[config.mk]
export PLATFORM = sky130hd
export DESIGN_NAME = ansi_text_console_cursor_engine
export DESIGN_NICKNAME = d
export VERILOG_FILES = /design/src/rtl/core/acon_pkg.sv /design/src/rtl/core/ansi_text_console_cursor_engine.sv /design/src/rtl/core/acon_front.sv /design/src/rtl/core/acon_queue.sv /design/src/rtl/core/acon_back.sv
export SDC_FILE = /design/constraint.sdc
export NUM_CORES = 1
export LEC_CHECK = 0
export BUFFER_PORTS_ARGS = -buffer_cell sky130_fd_sc_hd__buf_2
export CORE_MARGIN = 1.5
export CORE_UTILIZATION = 65
export DETAILED_ROUTE_END_ITERATION = 10
export PLACE_DENSITY_LB_ADDON = 0.15
export RECOVER_POWER = 100
export SYNTH_ARGS = -nofsm -noshare
export SYNTH_HDL_FRONTEND = slang
export SYNTH_SLANG_ARGS = --single-unit
[constraint.sdc]
create_clock -name clock -period 16.2 [get_ports clock]
set_clock_uncertainty 0.1 [all_clocks]
set_input_delay 0.81 -clock clock [delete_from_list [all_inputs] [get_ports clock]]
set_output_delay 0.81 -clock clock [all_outputs]
set_load 0.03 [all_outputs]
[src/rtl/core/acon_pkg.sv]
// ----------------------------------------------------------------------------
// acon_pkg: shared types and constants of the text console cursor engine
// Command codes passed from the parser to the executor, draw opcodes,
// character codes and the geometry bundle that comes from the registers.
// ----------------------------------------------------------------------------
package acon_pkg;

   localparam int unsigned PARAM_SLOTS_DEF = 4;
   localparam int unsigned QUEUE_DEPTH_DEF = 4;
   localparam int unsigned CELL_PIXELS     = 8;

   localparam int unsigned ACC_W   = 14;
   localparam int unsigned COL_W   = 12;
   localparam int unsigned ROW_W   = 16;
   localparam int unsigned COLOR_W = 3;
   localparam int unsigned CELL_W  = 7;
   localparam int unsigned SWID_W  = 13;

   localparam logic [ACC_W-1:0]   ACC_MAX   = 14'd16383;
   localparam logic [COL_W-1:0]   COL_MAX   = 12'd4095;
   localparam logic [ROW_W-1:0]   ROW_MAX   = 16'd65535;
   localparam logic [SWID_W-1:0]  WIDTH_MAX = 13'd4096;
   localparam logic [3:0]         SCALE_MAX = 4'd8;
   localparam logic [3:0]         SCALE_MIN = 4'd1;

   // register indexes
   localparam logic REG_SCALE = 1'b0;
   localparam logic REG_WIDTH = 1'b1;

   // character codes
   localparam logic [7:0] CH_ESC   = 8'h1B;
   localparam logic [7:0] CH_LF    = 8'd10;
   localparam logic [7:0] CH_CR    = 8'd13;
   localparam logic [7:0] CH_BS    = 8'd8;
   localparam logic [7:0] CH_LBRK  = 8'h5B;
   localparam logic [7:0] CH_SEMI  = 8'h3B;
   localparam logic [7:0] CH_ZERO  = 8'h30;
   localparam logic [7:0] CH_NINE  = 8'h39;
   localparam logic [7:0] CH_UP    = 8'h41;
   localparam logic [7:0] CH_DOWN  = 8'h42;
   localparam logic [7:0] CH_RIGHT = 8'h43;
   localparam logic [7:0] CH_LEFT  = 8'h44;
   localparam logic [7:0] CH_HOME  = 8'h48;
   localparam logic [7:0] CH_CLEAR = 8'h4A;
   localparam logic [7:0] CH_ERASE = 8'h4B;
   localparam logic [7:0] CH_SGR   = 8'h6D;

   // select graphic rendition parameters and color indexes
   localparam logic [ACC_W-1:0] SGR_RESET   = 14'd0;
   localparam logic [ACC_W-1:0] SGR_RED     = 14'd31;
   localparam logic [ACC_W-1:0] SGR_GREEN   = 14'd32;
   localparam logic [ACC_W-1:0] SGR_YELLOW  = 14'd33;
   localparam logic [ACC_W-1:0] SGR_BLUE    = 14'd34;
   localparam logic [ACC_W-1:0] CLEAR_ALL   = 14'd2;

   localparam logic [COLOR_W-1:0] COLOR_WHITE  = 3'd0;
   localparam logic [COLOR_W-1:0] COLOR_RED    = 3'd1;
   localparam logic [COLOR_W-1:0] COLOR_GREEN  = 3'd2;
   localparam logic [COLOR_W-1:0] COLOR_YELLOW = 3'd3;
   localparam logic [COLOR_W-1:0] COLOR_BLUE   = 3'd4;

   // draw opcodes
   localparam logic [1:0] OP_DRAW  = 2'd0;
   localparam logic [1:0] OP_BLANK = 2'd1;
   localparam logic [1:0] OP_CLEAR = 2'd2;
   localparam logic [1:0] OP_ERASE = 2'd3;

   localparam logic [6:0] GLYPH_SPACE = 7'd32;
   localparam logic [6:0] GLYPH_NONE  = 7'd0;

   typedef enum logic [3:0] {
      CMD_LF,
      CMD_CR,
      CMD_BS,
      CMD_GLYPH,
      CMD_UP,
      CMD_DOWN,
      CMD_RIGHT,
      CMD_LEFT,
      CMD_HOME,
      CMD_CLEAR,
      CMD_ERASE,
      CMD_COLOR
   } cmd_type;

   typedef struct packed {
      cmd_type            cmd;
      logic [7:0]         code;
      logic [COL_W-1:0]   home_x;
      logic [ROW_W-1:0]   home_y;
      logic [COLOR_W-1:0] color;
   } entry_type;

   typedef struct packed {
      logic [3:0]        scale;
      logic [CELL_W-1:0] cell_size;
      logic [SWID_W-1:0] width;
   } geom_type;

endpackage

[src/rtl/core/ansi_text_console_cursor_engine.sv]
// ----------------------------------------------------------------------------
// ansi_text_console_cursor_engine: character console with ANSI CSI parsing
// Takes character bytes, parses ESC / CSI sequences, tracks the cursor and
// emits draw commands for a glyph renderer.
// ----------------------------------------------------------------------------
// Usage:
//   req_*  : one character byte per transfer (valid/ready).
//   rsp_*  : draw commands (op, glyph, pixel position, color, last); a byte
//            gives zero, one or two commands, rsp_last marks the final one.
//   csr_*  : register writes, taken on any cycle csr_we is high; index 0 is
//            the glyph scale, index 1 the screen width in pixels. Write only
//            while the block is idle.
// Order: a command for a byte is written into the command queue and then
//   into the registered output stage before it appears on rsp_*.
// Throughput: one byte per cycle while the queue has room. A backspace
//   occupies the executor for two commands; the four-entry queue between
//   parser and executor absorbs this; req_ready drops only when it is full.
// Reset: parser idle, cursor at home, color white, scale 1, width 640.
// Stall: while rsp_ready is low the result is held; the executor keeps
//   running commands that draw nothing and the parser keeps filling the
//   queue until it is full.
// ----------------------------------------------------------------------------
module ansi_text_console_cursor_engine #(
   parameter int unsigned PARAM_SLOTS = acon_pkg::PARAM_SLOTS_DEF,
   parameter int unsigned QUEUE_DEPTH = acon_pkg::QUEUE_DEPTH_DEF
) (
   input  logic        clock,
   input  logic        reset,
   input  logic        req_valid,
   output logic        req_ready,
   input  logic [7:0]  req_char_code,
   output logic        rsp_valid,
   input  logic        rsp_ready,
   output logic [1:0]  rsp_op,
   output logic [6:0]  rsp_glyph,
   output logic [11:0] rsp_pos_x,
   output logic [15:0] rsp_pos_y,
   output logic [2:0]  rsp_color,
   output logic        rsp_last,
   input  logic        csr_we,
   input  logic        csr_index,
   input  logic [12:0] csr_wdata
);
   import acon_pkg::*;

   logic [3:0]        scale_ff;
   logic [SWID_W-1:0] width_ff;
   logic [3:0]        scale_eff;
   geom_type          geom;

   logic              q_ready;
   logic              push_valid;
   entry_type         push_entry;
   logic              pop;
   logic              head_valid;
   entry_type         head_entry;

   always_ff @(posedge clock) begin
      if (reset) begin
         scale_ff <= 4'd1;
         width_ff <= 13'd640;
      end else if (csr_we) begin
         unique case (csr_index)
            REG_SCALE: scale_ff <= csr_wdata[3:0];
            REG_WIDTH: width_ff <= csr_wdata;
            default:   ;
         endcase
      end
   end

   // clamp register values into their usable range
   assign scale_eff      = (scale_ff == '0) ? SCALE_MIN :
                           (scale_ff > SCALE_MAX) ? SCALE_MAX : scale_ff;
   assign geom.scale     = scale_eff;
   assign geom.cell_size = {scale_eff, 3'b000};
   assign geom.width     = (width_ff > WIDTH_MAX) ? WIDTH_MAX : width_ff;

   acon_front #(
      .PARAM_SLOTS (PARAM_SLOTS)
   ) u_front (
      .clock         (clock),
      .reset         (reset),
      .req_valid     (req_valid),
      .req_ready     (req_ready),
      .req_char_code (req_char_code),
      .geom          (geom),
      .q_ready       (q_ready),
      .push_valid    (push_valid),
      .push_entry    (push_entry)
   );

   acon_queue #(
      .QUEUE_DEPTH (QUEUE_DEPTH)
   ) u_queue (
      .clock      (clock),
      .reset      (reset),
      .push_valid (push_valid),
      .push_entry (push_entry),
      .q_ready    (q_ready),
      .pop        (pop),
      .head_valid (head_valid),
      .head_entry (head_entry)
   );

   acon_back u_back (
      .clock      (clock),
      .reset      (reset),
      .geom       (geom),
      .head_valid (head_valid),
      .head_entry (head_entry),
      .pop        (pop),
      .rsp_valid  (rsp_valid),
      .rsp_ready  (rsp_ready),
      .rsp_op     (rsp_op),
      .rsp_glyph  (rsp_glyph),
      .rsp_pos_x  (rsp_pos_x),
      .rsp_pos_y  (rsp_pos_y),
      .rsp_color  (rsp_color),
      .rsp_last   (rsp_last)
   );

endmodule

[src/rtl/core/acon_front.sv]
// ----------------------------------------------------------------------------
// acon_front: escape sequence parser
// Accepts one byte per cycle while the queue has room, tracks ESC / CSI state
// and parameters and turns each byte with an effect into an executor command.
// ----------------------------------------------------------------------------
module acon_front #(
   parameter int unsigned PARAM_SLOTS = acon_pkg::PARAM_SLOTS_DEF
) (
   input  logic                clock,
   input  logic                reset,
   input  logic                req_valid,
   output logic                req_ready,
   input  logic [7:0]          req_char_code,
   input  acon_pkg::geom_type  geom,
   input  logic                q_ready,
   output logic                push_valid,
   output acon_pkg::entry_type push_entry
);
   import acon_pkg::*;

   localparam int unsigned CNT_W = $clog2(PARAM_SLOTS + 1);
   localparam int unsigned IDX_W = $clog2(PARAM_SLOTS);

   logic             esc_ff, esc_in;
   logic             seq_ff, seq_in;
   logic [CNT_W-1:0] count_ff, count_in;
   logic [ACC_W-1:0] acc_ff, acc_in;
   logic [ACC_W-1:0] slot_ff [PARAM_SLOTS];
   logic [ACC_W-1:0] slot_in [PARAM_SLOTS];

   logic             accept;
   logic             do_push;
   logic             do_clear;
   logic             room;
   logic [17:0]      acc_wide;
   logic [ACC_W-1:0] acc_next;
   logic [ACC_W-1:0] p0, p1;
   logic [ACC_W-1:0] row_arg, col_arg;
   logic [17:0]      row_prod, col_prod;
   logic [20:0]      row_pix, col_pix;
   logic [7:0]       ch;

   assign ch        = req_char_code;
   assign req_ready = q_ready;
   assign accept    = req_valid && q_ready;
   assign room      = (count_ff < CNT_W'(PARAM_SLOTS));

   // decimal accumulate with saturation
   assign acc_wide = (18'(acc_ff) << 3) + (18'(acc_ff) << 1) + 18'(ch[3:0]);
   assign acc_next = (acc_wide > 18'(ACC_MAX)) ? ACC_MAX : acc_wide[ACC_W-1:0];

   // the pending accumulator counts as the parameter being closed
   assign p0 = (count_ff == CNT_W'(0)) ? acc_ff : slot_ff[0];
   assign p1 = (count_ff == CNT_W'(1)) ? acc_ff : slot_ff[1];

   // cursor position: one-based row/column times cell size, saturated
   assign row_arg  = (p0 == '0) ? '0 : p0 - ACC_W'(1);
   assign col_arg  = (p1 == '0) ? '0 : p1 - ACC_W'(1);
   assign row_prod = 18'(row_arg) * 18'(geom.scale);
   assign col_prod = 18'(col_arg) * 18'(geom.scale);
   assign row_pix  = {row_prod, 3'b000};
   assign col_pix  = {col_prod, 3'b000};

   always_comb begin
      esc_in     = esc_ff;
      seq_in     = seq_ff;
      count_in   = count_ff;
      acc_in     = acc_ff;
      do_push    = 1'b0;
      do_clear   = 1'b0;
      push_valid = 1'b0;
      push_entry.cmd    = CMD_GLYPH;
      push_entry.code   = ch;
      push_entry.home_x = (col_pix > 21'(COL_MAX)) ? COL_MAX : col_pix[COL_W-1:0];
      push_entry.home_y = (row_pix > 21'(ROW_MAX)) ? ROW_MAX : row_pix[ROW_W-1:0];
      push_entry.color  = COLOR_WHITE;

      if (accept) begin
         if (esc_ff) begin
            esc_in = 1'b0;
            if (ch == CH_LBRK) begin
               seq_in   = 1'b1;
               count_in = '0;
               acc_in   = '0;
               do_clear = 1'b1;
            end
         end else if (seq_ff) begin
            if (ch >= CH_ZERO && ch <= CH_NINE) begin
               acc_in = acc_next;
            end else if (ch == CH_SEMI) begin
               do_push = 1'b1;
               acc_in  = '0;
            end else begin
               do_push = 1'b1;
               seq_in  = 1'b0;
               unique case (ch)
                  CH_UP: begin
                     push_valid     = 1'b1;
                     push_entry.cmd = CMD_UP;
                  end
                  CH_DOWN: begin
                     push_valid     = 1'b1;
                     push_entry.cmd = CMD_DOWN;
                  end
                  CH_RIGHT: begin
                     push_valid     = 1'b1;
                     push_entry.cmd = CMD_RIGHT;
                  end
                  CH_LEFT: begin
                     push_valid     = 1'b1;
                     push_entry.cmd = CMD_LEFT;
                  end
                  CH_HOME: begin
                     push_valid     = 1'b1;
                     push_entry.cmd = CMD_HOME;
                  end
                  CH_CLEAR: begin
                     push_valid     = (p0 == CLEAR_ALL);
                     push_entry.cmd = CMD_CLEAR;
                  end
                  CH_ERASE: begin
                     push_valid     = 1'b1;
                     push_entry.cmd = CMD_ERASE;
                  end
                  CH_SGR: begin
                     push_entry.cmd = CMD_COLOR;
                     push_valid     = 1'b1;
                     if (p0 == SGR_RESET) begin
                        push_entry.color = COLOR_WHITE;
                     end else if (p0 == SGR_RED) begin
                        push_entry.color = COLOR_RED;
                     end else if (p0 == SGR_GREEN) begin
                        push_entry.color = COLOR_GREEN;
                     end else if (p0 == SGR_YELLOW) begin
                        push_entry.color = COLOR_YELLOW;
                     end else if (p0 == SGR_BLUE) begin
                        push_entry.color = COLOR_BLUE;
                     end else begin
                        push_valid = 1'b0;
                     end
                  end
                  default: begin
                     push_valid = 1'b0;
                  end
               endcase
            end
         end else if (ch == CH_ESC) begin
            esc_in = 1'b1;
         end else begin
            push_valid = 1'b1;
            unique case (ch)
               CH_LF:   push_entry.cmd = CMD_LF;
               CH_CR:   push_entry.cmd = CMD_CR;
               CH_BS:   push_entry.cmd = CMD_BS;
               default: push_entry.cmd = CMD_GLYPH;
            endcase
         end
      end

      for (int i = 0; i < PARAM_SLOTS; i++) begin
         slot_in[i] = slot_ff[i];
         if (do_clear) begin
            slot_in[i] = '0;
         end else if (do_push && room && count_ff[IDX_W-1:0] == IDX_W'(i)) begin
            slot_in[i] = acc_ff;
         end
      end
      if (do_push && room) begin
         count_in = count_ff + CNT_W'(1);
      end
   end

   always_ff @(posedge clock) begin
      if (reset) begin
         esc_ff   <= 1'b0;
         seq_ff   <= 1'b0;
         count_ff <= '0;
         acc_ff   <= '0;
         for (int i = 0; i < PARAM_SLOTS; i++) begin
            slot_ff[i] <= '0;
         end
      end else begin
         esc_ff   <= esc_in;
         seq_ff   <= seq_in;
         count_ff <= count_in;
         acc_ff   <= acc_in;
         for (int i = 0; i < PARAM_SLOTS; i++) begin
            slot_ff[i] <= slot_in[i];
         end
      end
   end

endmodule

[src/rtl/core/acon_queue.sv]
// ----------------------------------------------------------------------------
// acon_queue: command queue
// Small register FIFO between the parser and the executor.
// ----------------------------------------------------------------------------
module acon_queue #(
   parameter int unsigned QUEUE_DEPTH = acon_pkg::QUEUE_DEPTH_DEF
) (
   input  logic                clock,
   input  logic                reset,
   input  logic                push_valid,
   input  acon_pkg::entry_type push_entry,
   output logic                q_ready,
   input  logic                pop,
   output logic                head_valid,
   output acon_pkg::entry_type head_entry
);
   import acon_pkg::*;

   localparam int unsigned PTR_W = $clog2(QUEUE_DEPTH);
   localparam int unsigned CNT_W = $clog2(QUEUE_DEPTH + 1);

   entry_type        slot_ff [QUEUE_DEPTH];
   logic [PTR_W-1:0] wr_ff, wr_in;
   logic [PTR_W-1:0] rd_ff, rd_in;
   logic [CNT_W-1:0] count_ff, count_in;
   logic             do_push, do_pop;

   assign q_ready    = (count_ff != CNT_W'(QUEUE_DEPTH));
   assign head_valid = (count_ff != '0);
   assign head_entry = slot_ff[rd_ff];
   assign do_push    = push_valid && q_ready;
   assign do_pop     = pop && head_valid;

   always_comb begin
      wr_in    = wr_ff;
      rd_in    = rd_ff;
      count_in = count_ff;
      if (do_push) begin
         wr_in = (wr_ff == PTR_W'(QUEUE_DEPTH - 1)) ? '0 : wr_ff + PTR_W'(1);
      end
      if (do_pop) begin
         rd_in = (rd_ff == PTR_W'(QUEUE_DEPTH - 1)) ? '0 : rd_ff + PTR_W'(1);
      end
      if (do_push && !do_pop) begin
         count_in = count_ff + CNT_W'(1);
      end else if (do_pop && !do_push) begin
         count_in = count_ff - CNT_W'(1);
      end
   end

   always_ff @(posedge clock) begin
      if (reset) begin
         wr_ff    <= '0;
         rd_ff    <= '0;
         count_ff <= '0;
      end else begin
         wr_ff    <= wr_in;
         rd_ff    <= rd_in;
         count_ff <= count_in;
      end
   end

   always_ff @(posedge clock) begin
      if (do_push) begin
         slot_ff[wr_ff] <= push_entry;
      end
   end

endmodule

[src/rtl/core/acon_back.sv]
// ----------------------------------------------------------------------------
// acon_back: command executor
// Owns the cursor and color, carries out queued commands and drives the
// registered draw command output.
// ----------------------------------------------------------------------------
module acon_back (
   input  logic                clock,
   input  logic                reset,
   input  acon_pkg::geom_type  geom,
   input  logic                head_valid,
   input  acon_pkg::entry_type head_entry,
   output logic                pop,
   output logic                rsp_valid,
   input  logic                rsp_ready,
   output logic [1:0]          rsp_op,
   output logic [6:0]          rsp_glyph,
   output logic [11:0]         rsp_pos_x,
   output logic [15:0]         rsp_pos_y,
   output logic [2:0]          rsp_color,
   output logic                rsp_last
);
   import acon_pkg::*;

   logic [COL_W-1:0]   col_ff, col_in;
   logic [ROW_W-1:0]   row_ff, row_in;
   logic [COLOR_W-1:0] color_ff, color_in;
   logic               bs_ff, bs_in;
   logic               valid_ff;
   logic [1:0]         op_ff, op_in;
   logic [6:0]         glyph_ff, glyph_in;
   logic [COL_W-1:0]   x_ff, x_in;
   logic [ROW_W-1:0]   y_ff, y_in;
   logic               last_ff, last_in;

   logic               out_free;
   logic               emit;
   logic [SWID_W-1:0]  col_add;
   logic [COL_W-1:0]   col_sat;
   logic [SWID_W-1:0]  col_wrap;
   logic [ROW_W:0]     row_add;
   logic [ROW_W-1:0]   row_sat;
   logic [COL_W-1:0]   col_sub;
   logic [ROW_W-1:0]   row_sub;
   logic               col_ge;

   assign out_free = !valid_ff || rsp_ready;

   assign col_add  = SWID_W'(col_ff) + SWID_W'(geom.cell_size);
   assign col_sat  = (col_add > SWID_W'(COL_MAX)) ? COL_MAX : col_add[COL_W-1:0];
   assign col_wrap = SWID_W'(col_sat) + SWID_W'(geom.cell_size);
   assign row_add  = (ROW_W+1)'(row_ff) + (ROW_W+1)'(geom.cell_size);
   assign row_sat  = row_add[ROW_W] ? ROW_MAX : row_add[ROW_W-1:0];
   assign col_ge   = (col_ff >= COL_W'(geom.cell_size));
   assign col_sub  = col_ge ? col_ff - COL_W'(geom.cell_size) : '0;
   assign row_sub  = (row_ff >= ROW_W'(geom.cell_size)) ?
                     row_ff - ROW_W'(geom.cell_size) : '0;

   always_comb begin
      col_in   = col_ff;
      row_in   = row_ff;
      color_in = color_ff;
      bs_in    = bs_ff;
      pop      = 1'b0;
      emit     = 1'b0;
      op_in    = OP_BLANK;
      glyph_in = GLYPH_SPACE;
      x_in     = col_ff;
      y_in     = row_ff;
      last_in  = 1'b1;

      if (head_valid) begin
         unique case (head_entry.cmd)
            CMD_LF: begin
               pop    = 1'b1;
               col_in = '0;
               row_in = row_sat;
            end
            CMD_CR: begin
               pop    = 1'b1;
               col_in = '0;
            end
            CMD_BS: begin
               // blank the cell, step back if there is room, blank again
               if (out_free) begin
                  emit = 1'b1;
                  if (!bs_ff) begin
                     last_in = 1'b0;
                     bs_in   = 1'b1;
                     col_in  = col_ge ? col_sub : col_ff;
                  end else begin
                     bs_in = 1'b0;
                     pop   = 1'b1;
                  end
               end
            end
            CMD_GLYPH: begin
               if (out_free) begin
                  emit = 1'b1;
                  pop  = 1'b1;
                  if (!head_entry.code[7]) begin
                     op_in    = OP_DRAW;
                     glyph_in = head_entry.code[6:0];
                  end
                  if (col_wrap > geom.width) begin
                     col_in = '0;
                     row_in = row_sat;
                  end else begin
                     col_in = col_sat;
                  end
               end
            end
            CMD_UP: begin
               pop    = 1'b1;
               row_in = row_sub;
            end
            CMD_DOWN: begin
               pop    = 1'b1;
               row_in = row_sat;
            end
            CMD_RIGHT: begin
               pop    = 1'b1;
               col_in = col_sat;
            end
            CMD_LEFT: begin
               pop    = 1'b1;
               col_in = col_sub;
            end
            CMD_HOME: begin
               pop    = 1'b1;
               col_in = head_entry.home_x;
               row_in = head_entry.home_y;
            end
            CMD_CLEAR: begin
               if (out_free) begin
                  emit     = 1'b1;
                  pop      = 1'b1;
                  op_in    = OP_CLEAR;
                  glyph_in = GLYPH_NONE;
                  x_in     = '0;
                  y_in     = '0;
                  col_in   = '0;
                  row_in   = '0;
               end
            end
            CMD_ERASE: begin
               // nothing to erase once the cursor is past the right edge
               if (SWID_W'(col_ff) >= geom.width) begin
                  pop = 1'b1;
               end else if (out_free) begin
                  emit  = 1'b1;
                  pop   = 1'b1;
                  op_in = OP_ERASE;
               end
            end
            CMD_COLOR: begin
               pop      = 1'b1;
               color_in = head_entry.color;
            end
            default: begin
               pop = 1'b1;
            end
         endcase
      end
   end

   always_ff @(posedge clock) begin
      if (reset) begin
         col_ff   <= '0;
         row_ff   <= '0;
         color_ff <= COLOR_WHITE;
         bs_ff    <= 1'b0;
         valid_ff <= 1'b0;
      end else begin
         col_ff   <= col_in;
         row_ff   <= row_in;
         color_ff <= color_in;
         bs_ff    <= bs_in;
         if (emit) begin
            valid_ff <= 1'b1;
         end else if (rsp_ready) begin
            valid_ff <= 1'b0;
         end
      end
   end

   always_ff @(posedge clock) begin
      if (emit) begin
         op_ff    <= op_in;
         glyph_ff <= glyph_in;
         x_ff     <= x_in;
         y_ff     <= y_in;
         last_ff  <= last_in;
      end
   end

   logic [COLOR_W-1:0] out_color_ff;

   always_ff @(posedge clock) begin
      if (emit) begin
         out_color_ff <= color_ff;
      end
   end

   assign rsp_valid = valid_ff;
   assign rsp_op    = op_ff;
   assign rsp_glyph = glyph_ff;
   assign rsp_pos_x = x_ff;
   assign rsp_pos_y = y_ff;
   assign rsp_color = out_color_ff;
   assign rsp_last  = last_ff;

endmodule
==> flow_metrics.py, run 1 <==
metrics = {
    "die": {
        "core_sq_um": 29720,
        "die_area_sq_um": 31390,
        "row_count": 63,
        "initial_core_util_pct": 66.35,
        "die_w_microns": 177.2,
        "io_pins": 70,
        "die_h_microns": 177.2,
    },
    "setup_path": {
        "crit_path_start_kind": "flop",
        "required_ns": 16.51,
        "crit_type": "reg -> reg",
        "cp-end-kind": "flop",
        "reg2reg_slack_ns": 6.12,
        "cp.arrival_ns": 10.39,
        "crit_slowest_cell": "clkbuf_1",
        "critPathMaxStageDelay_ns": 1.18,
        "cp_max_fo": 30,
    },
    "timing": {
        "finalWorstPathRequiredPeriod_ns": 10.08,
        "setup-violations-final": 0,
        "fin_hold_ws_ns": 0.3520,
        "grt_setup_unrepaired": "false",
        "fin_ws_ns": 6.117,
        "finalSetupTns_ns": 0,
        "finalHoldViolations": 0,
        "slew_headroom_pct": -119.8,
        "report.final.slew_viol_count": 384,
        "period_share_pct": 62.24,
        "tightest_slew_ns": 3.297,
        "max_freq_ghz": 0.09918,
    },
    "power_and_ir_drop": {
        "power_leakage_nw": 8.626,
        "power_density_nw_per_um2": 122.2,
        "worst_ir_drop_vdd_v": 0.00008462,
        "power_mw": 2.600,
    },
    "routing": {
        "drc": 0,
        "drtIter0Drc": 1169,
        "post_drt_wl_per_cell_microns": 19.39,
        "drtPass1Iterations": 5,
        "vias": 15350,
        "detail-route-antenna-nets": 0,
        "finalWirelength_mm": 47.07,
        "vias_per_cell": 6.322,
    },
    "yosys": {
        "synthTopCellsByArea": "edfxtp_1, dfxtp_1, ha_1, fa_1, nand2_1",
        "synth_edf_count": 197,
        "yosysTopAreaCellShare_pct": 30.00,
        "ys_types": 87,
        "synth_nets": 2197,
        "syn_area_sq_um": 19720,
        "synth_seq_cells": 303,
        "synth-main-ff-cell": "edfxtp_1",
        "async_flop_share_pct": 0,
        "ys_seq_area_share_pct": 40.77,
        "ys_warn_count": 0,
        "synth_top_area_cell": "edfxtp_1",
        "synthTopCellsByCount": "nand2_1, edfxtp_1, nor2_1",
        "syn_avg_cell_area_sq_um": 9.943,
        "syn_inst": 1983,
        "yosysMostFrequentCell": "nand2_1",
    },
    "global_route": {
        "use_met3_pct": 3.630,
        "top_usage_layer": "met2",
        "grt_max_degree": 58,
        "use_met2_pct": 52.83,
        "met1_usage_pct": 39.26,
        "overflow": 0,
        "antenna_found_initial": 0,
        "grt_usage_pct": 30.49,
        "first_global_vias": 14990,
        "grt_pass1_wl_mm": 75.95,
    },
    "clocking": {
        "postCtsSetupRepairBufs": 0,
        "cts_buffers": 34,
        "cts.htree.levels": 2,
        "insertion_delay_ns": 0.51,
        "cts_tree": "yes",
        "clockBufferDepth": 3,
        "cts-root-buf": "clkbuf_16",
        "clk_pin_slew_worst_paths_ns": 0.06,
        "clock_sinks": 303,
        "holdBufCountCts": 0,
        "cts-resized-gates": 0,
    },
    "placed_design": {
        "gp_congestion": 0.9588,
        "dp_hpwl_mm": 33.03,
        "portBuffers": 69,
        "dp_slack_ns": 8.273,
        "dpl.cell_count": 2368,
    },
    "finish": {
        "final_nets": 2228,
        "stdcell_count": 2428,
        "diodes": 0,
        "drive_gt1_share_pct": 7.311,
        "area_growth_pct": 7.932,
    },
    "flow_run": {
        "max_cap_viol_count": 10,
    },
    "outcome": {
        "violations": "max-capacitance violations, max-slew violations",
        "status": "finished with violations",
    },
    "worst_hold_path": {
        "hold_path_class": "reg -> reg",
    },
}
-- report_power, final --
group / total, mW / internal [mW] / switching [mW]
logic: 0.840 / 0.297 / 0.543
clock network: 0.754 / 0.443 / 0.311
registers: 1.01 / 0.949 / 0.0572
total: 2.60 / 1.69 / 0.911
-- worst paths after layout --
path                              endpoint  cells past startpoint                     start
max          u_back.row_ff[1]$_SDFFE_PP0P_                     28  scale_ff[3]$_SDFFE_PP0P_
min reg2reg       width_ff[0]$_SDFFE_PP0P_                      2  width_ff[0]$_SDFFE_PP0P_
min               width_ff[0]$_SDFFE_PP0P_                      2  width_ff[0]$_SDFFE_PP0P_
max reg2reg  u_back.row_ff[1]$_SDFFE_PP0P_                     28  scale_ff[3]$_SDFFE_PP0P_
-- through the flow --
step           cell area (sq um)  util, %
2_1_floorplan              19720        -
3_3_place_gp               20320    68.39
3_5_place_dp               20320    68.39
4_1_cts                    21410    72.06
5_1_grt                    21280    71.61
6_report                   21280    71.61
-- worst max-delay path, delay by kind of cell, from the launching register on --
| family | cells | cell delay [ns] |
|---|---|---|
| buffers and inverters | 5 | 4.45 |
| AOI/OAI and AO/OA | 10 | 2.73 |
| and+or+nand+nor | 9 | 1.15 |
| adders and majority gates | 3 | 1.05 |
| DFF | 1 | 0.31 |
| xor gates and xnor gates | 1 | 0.16 |
-- layer usage --
metal | share of wire, % | wire length (microns) | vias to the layer above
met1 | 42 | 19640 | 7405
met4 | 3.5 | 1641 | 0
li1 | - | - | 7250
met2 | 49 | 23050 | 579
met3 | 5.8 | 2740 | 117
met5 | 0 | 0 | -
-- layout make-up --
| type | instances | area [sq um] |
|---|---|---|
| clock buffer | 45 | 938.4 |
| clock inverter | 15 | 151.4 |
| fill | 2219 | 8437 |
| inverter | 108 | 405.4 |
| multi-input combinational | 1480 | 10880 |
| sequential | 303 | 8038 |
| tap | 390 | 488.0 |
| timing repair buffer | 87 | 382.9 |
-- logic make-up (layout without fill, tap and decap cells) --
kind of cell             count (synthesis)  after routing  synth area share (%)
AO/OA/AOI/OAI                          395            395                 12.98
AND/OR/NAND/NOR                        744            744                 18.26
buffers and inverters                  200            255                 4.023
XOR/XNOR                                68             68                 3.021
multiplexers                            86             86                 6.949
flip-flops                             303            303                 40.77
adder cells (fa/ha/maj)                187            187                 14.00
-- placed cells by master, fill, tap and decap left out, types with 7 or more instances in the layout --
master     Yosys  layout
or3_1         18      18
dfxtp_1      106     106
inv_1        107     107
o211ai_1       9       9
or2_2          8       8
fa_1          56      56
clkbuf_16      0      36
nand3_1       71      71
nor2_1       148     149
a221oi_1       7       7
o31ai_1        7       7
a22oi_1        8       8
mux2i_1       42      42
and2_0         0      13
a31oi_1       23      23
o21bai_1       9       9
nor3_1        77      77
nand2b_1      34      34
a211oi_1      19      19
nor4_1         9       9
ha_1         131     131
nand2_1      245     245
clkbuf_1      70      68
nor2b_1       34      32
xnor2_1       38      38
and2_1        35      22
edfxtp_1     197     197
nand4_1       10      10
and3_1        12      12
o21ai_0       79      80
buf_2         10      18
mux4_2        40      40
o2bb2ai_1     13      13
nand3b_1      10      10
buf_4          0       9
xor2_1        30      30
a21oi_1      125     124
a21o_1        24      24
o21a_1        11      11
-- flip-flops by register name, summed over array words and instances, names as in the netlist, 3 cells and up, named ones only --
name	count
u_back.color_ff	3
u_back.rsp_color	3
width_ff	13
u_back.rsp_glyph	7
u_front.count_ff	3
u_front.acc_ff	14
scale_ff	4
u_front.slot_ff	28
u_back.row_ff	16
u_queue.slot_ff	156
u_back.col_ff	12
u_back.rsp_pos_x	12
u_back.rsp_pos_y	16
u_queue.count_ff	3
(Power assumes the default switching activity.)
==> inputs of run 2 (changes only) <==
Settings changed: CORE_UTILIZATION 65 to 63.
Clock period 16.2 ns to 9.85 ns, I/O delays scaled along.
==> run 2 against run 1 <==
The flow still finishes with violations (max-capacitance violations, max-slew violations). First-iteration DRC count up 9.8%. Maximum frequency increased by 23%. Global-route usage shrank 1.2 points. Via count is 0.72% lower. Total power is 64% higher. Worst setup slack got worse by 4.5 ns. Hold slack worse by 0.26 ns. Design area rose by 0.16%. Utilization shrank 2.1 points.
==> flow_metrics.py, run 2 (synthesis results as in run 1) <==
metrics = {
    "timing": {
        "finalHoldViolations": 0,
        "period_share_pct": 83.39,
        "tightest_slew_ns": 3.260,
        "fin_ws_ns": 1.637,
        "grt_setup_unrepaired": "false",
        "max_freq_ghz": 0.1218,
        "finalWorstPathRequiredPeriod_ns": 8.213,
        "setup-violations-final": 0,
        "slew_headroom_pct": -117.4,
        "report.final.slew_viol_count": 301,
        "finalSetupTns_ns": 0,
    },
    "clocking": {
        "cts_buffers": 34,
        "holdBufCountCts": 0,
        "cts.htree.levels": 2,
        "cts-resized-gates": 0,
        "insertion_delay_ns": 0.52,
        "postCtsSetupRepairBufs": 0,
        "cts_tree": "yes",
        "clock_sinks": 303,
        "clk_pin_slew_worst_paths_ns": 0.06,
        "clockBufferDepth": 3,
        "cts-root-buf": "clkbuf_16",
    },
    "placed_design": {
        "dp_hpwl_mm": 33.91,
        "dp_slack_ns": 2.141,
        "dpl.cell_count": 2375,
        "portBuffers": 69,
        "gp_congestion": 0.9269,
        "dpl-instance-area_sq_um": 20340,
    },
    "power_and_ir_drop": {
        "seq_power_share_pct": 38.7,
        "comb_power_share_pct": 32.2,
        "swShare_pct": 35.08,
        "power_density_nw_per_um2": 200.1,
        "intPower_mw": 2.769,
        "power_mw": 4.266,
        "power_leakage_nw": 8.670,
        "worst_ir_drop_vdd_v": 0.0001301,
        "p_sw_mw": 1.497,
        "clkPwrFrac_pct": 29.1,
    },
    "worst_hold_path": {
        "hold_path_class": "in -> reg",
        "hp-start": "csr_wdata[7]",
        "holdPathEnd": "width_ff[7]$_SDFFE_PP1P_",
        "min_path_cells": 3,
    },
    "global_route": {
        "grt_max_degree": 58,
        "antenna_found_initial": 1,
        "first_global_vias": 15110,
        "grt_pass1_wl_mm": 77.07,
        "grt_usage_pct": 29.29,
        "use_met2_pct": 51.35,
        "use_met3_pct": 4.072,
        "met1_usage_pct": 37.19,
        "top_usage_layer": "met2",
        "overflow": 0,
    },
    "setup_path": {
        "rr_endpoint": "u_queue.slot_ff[0][12]$_DFFE_PP_",
        "reg2regPathDepth": 21,
        "r2r-start": "u_front.count_ff[0]$_SDFFE_PP0P_",
        "cp.arrival_ns": 8.29,
        "reg2reg_slack_ns": 1.64,
        "cp_max_fo": 17,
        "cp-end-kind": "flop",
        "crit_type": "reg -> reg",
        "required_ns": 9.92,
        "crit_path_start_kind": "flop",
    },
    "die": {
        "die_w_microns": 179.9,
        "die_h_microns": 179.9,
        "core_sq_um": 30670,
        "initial_core_util_pct": 64.29,
        "row_count": 64,
        "io_pins": 70,
        "die_area_sq_um": 32370,
    },
    "routing": {
        "post_drt_wl_per_cell_microns": 19.29,
        "finalWirelength_mm": 46.99,
        "drtPass1Iterations": 5,
        "drtIter0Drc": 1283,
        "vias": 15240,
        "vias_per_cell": 6.257,
        "drc": 0,
        "detail-route-antenna-nets": 0,
    },
    "finish": {
        "largest_reg_flops": 156,
        "diodes": 0,
        "final_nets": 2229,
        "stdcell_count": 2436,
        "mostFrequentLayoutCell": "nand2_1",
        "largestRegisters": "u_queue.slot_ff x156, u_front.slot_ff x28",
        "regMostFlops": "u_queue.slot_ff",
        "area_growth_pct": 8.110,
        "final_cell_mix": "nand2_1, edfxtp_1, nor2_1",
        "drive_gt1_share_pct": 7.549,
        "fillCellCount": 2370,
        "fin_area_sq_um": 21320,
    },
    "outcome": {
        "violations": "max-capacitance violations, max-slew violations",
        "status": "finished with violations",
    },
    "flow_run": {
        "max_cap_viol_count": 7,
    },
}
run 2: final cells by class:
| cell class | count | area (sq um) | area share (%) |
|---|---|---|---|
| inverters | 108 | 405.4 | 1.902 |
| well taps | 396 | 495.5 | 2.324 |
| multi-input cells | 1480 | 10880 | 51.02 |
| repair buffers | 88 | 405.4 | 1.902 |
| flip-flops and latches | 303 | 8038 | 37.71 |
| clock buffers | 43 | 948.4 | 4.449 |
| clock inverters | 18 | 147.6 | 0.6927 |
run 2: metrics by stage:
step	utilization [%]	hold slack (ns)
CTS	69.89	0.07432
global route	69.50	0.09280
detailed placement	66.32	0.3238
floorplan	-	0.3076
finish	69.50	0.09051
global placement	66.32	0.3256
run 2: power groups by stage:
| stage | combinational, mW | sequential [mW] | clock (mW) |
|---|---|---|---|
| 3_5_place_dp | 1.38 | 1.66 | 0 |
| 4_1_cts | 1.39 | 1.64 | 1.26 |
| 5_1_grt | 1.49 | 1.67 | 1.31 |
| 6_report | 1.38 | 1.65 | 1.24 |
| 2_1_floorplan | 0.922 | 1.78 | 0 |
| 3_3_place_gp | 1.36 | 1.65 | 0 |
run 2: routing by layer:
metal  wire, microns  part of all wire (%)
met2           23450                    50
met5               0                     0
met4            1422                   3.0
met3            2876                   6.1
met1           19240                    41
run 2: critical path: stages (launching register included):
cell and delay (ns):
dfxtp_1 0.34, inv_1 0.09, ha_1 0.27, nor2b_1 1.02
mux2_1 0.46, or4b_1 0.63, nor3_1 0.21, clkbuf_1 0.55
nor2_1 0.17, nand2_1 0.13, fa_1 0.47, fa_1 0.56
inv_1 0.07, fa_1 0.48, a211oi_1 0.39, o211ai_1 0.24
a41oi_1 0.26, nor3_1 0.10, nor4_1 0.25, a311oi_1 0.14
nor2_1 0.60, o21ai_0 0.34
run 2: how the worst max path moves through the flow:
stage	startpoint	end	depth (start not counted)	slack, ns
6_report	u_front.count_ff[0]$_SDFFE_PP0P_	u_queue.slot_ff[0][12]$_DFFE_PP_	21	1.64
5_1_grt	u_front.count_ff[0]$_SDFFE_PP0P_	u_queue.slot_ff[1][6]$_DFFE_PP_	21	1.02
4_1_cts	u_front.count_ff[1]$_SDFFE_PP0P_	u_queue.slot_ff[2][30]$_DFFE_PP_	24	2.11
3_5_place_dp	u_front.count_ff[1]$_SDFFE_PP0P_	u_queue.slot_ff[3][30]$_DFFE_PP_	24	2.14
3_3_place_gp	u_front.count_ff[1]$_SDFFE_PP0P_	u_queue.slot_ff[0][28]$_DFFE_PP_	24	2.37
2_1_floorplan	u_front.count_ff[1]$_SDFFE_PP0P_	u_queue.slot_ff[0][22]$_DFFE_PP_	26	2.75
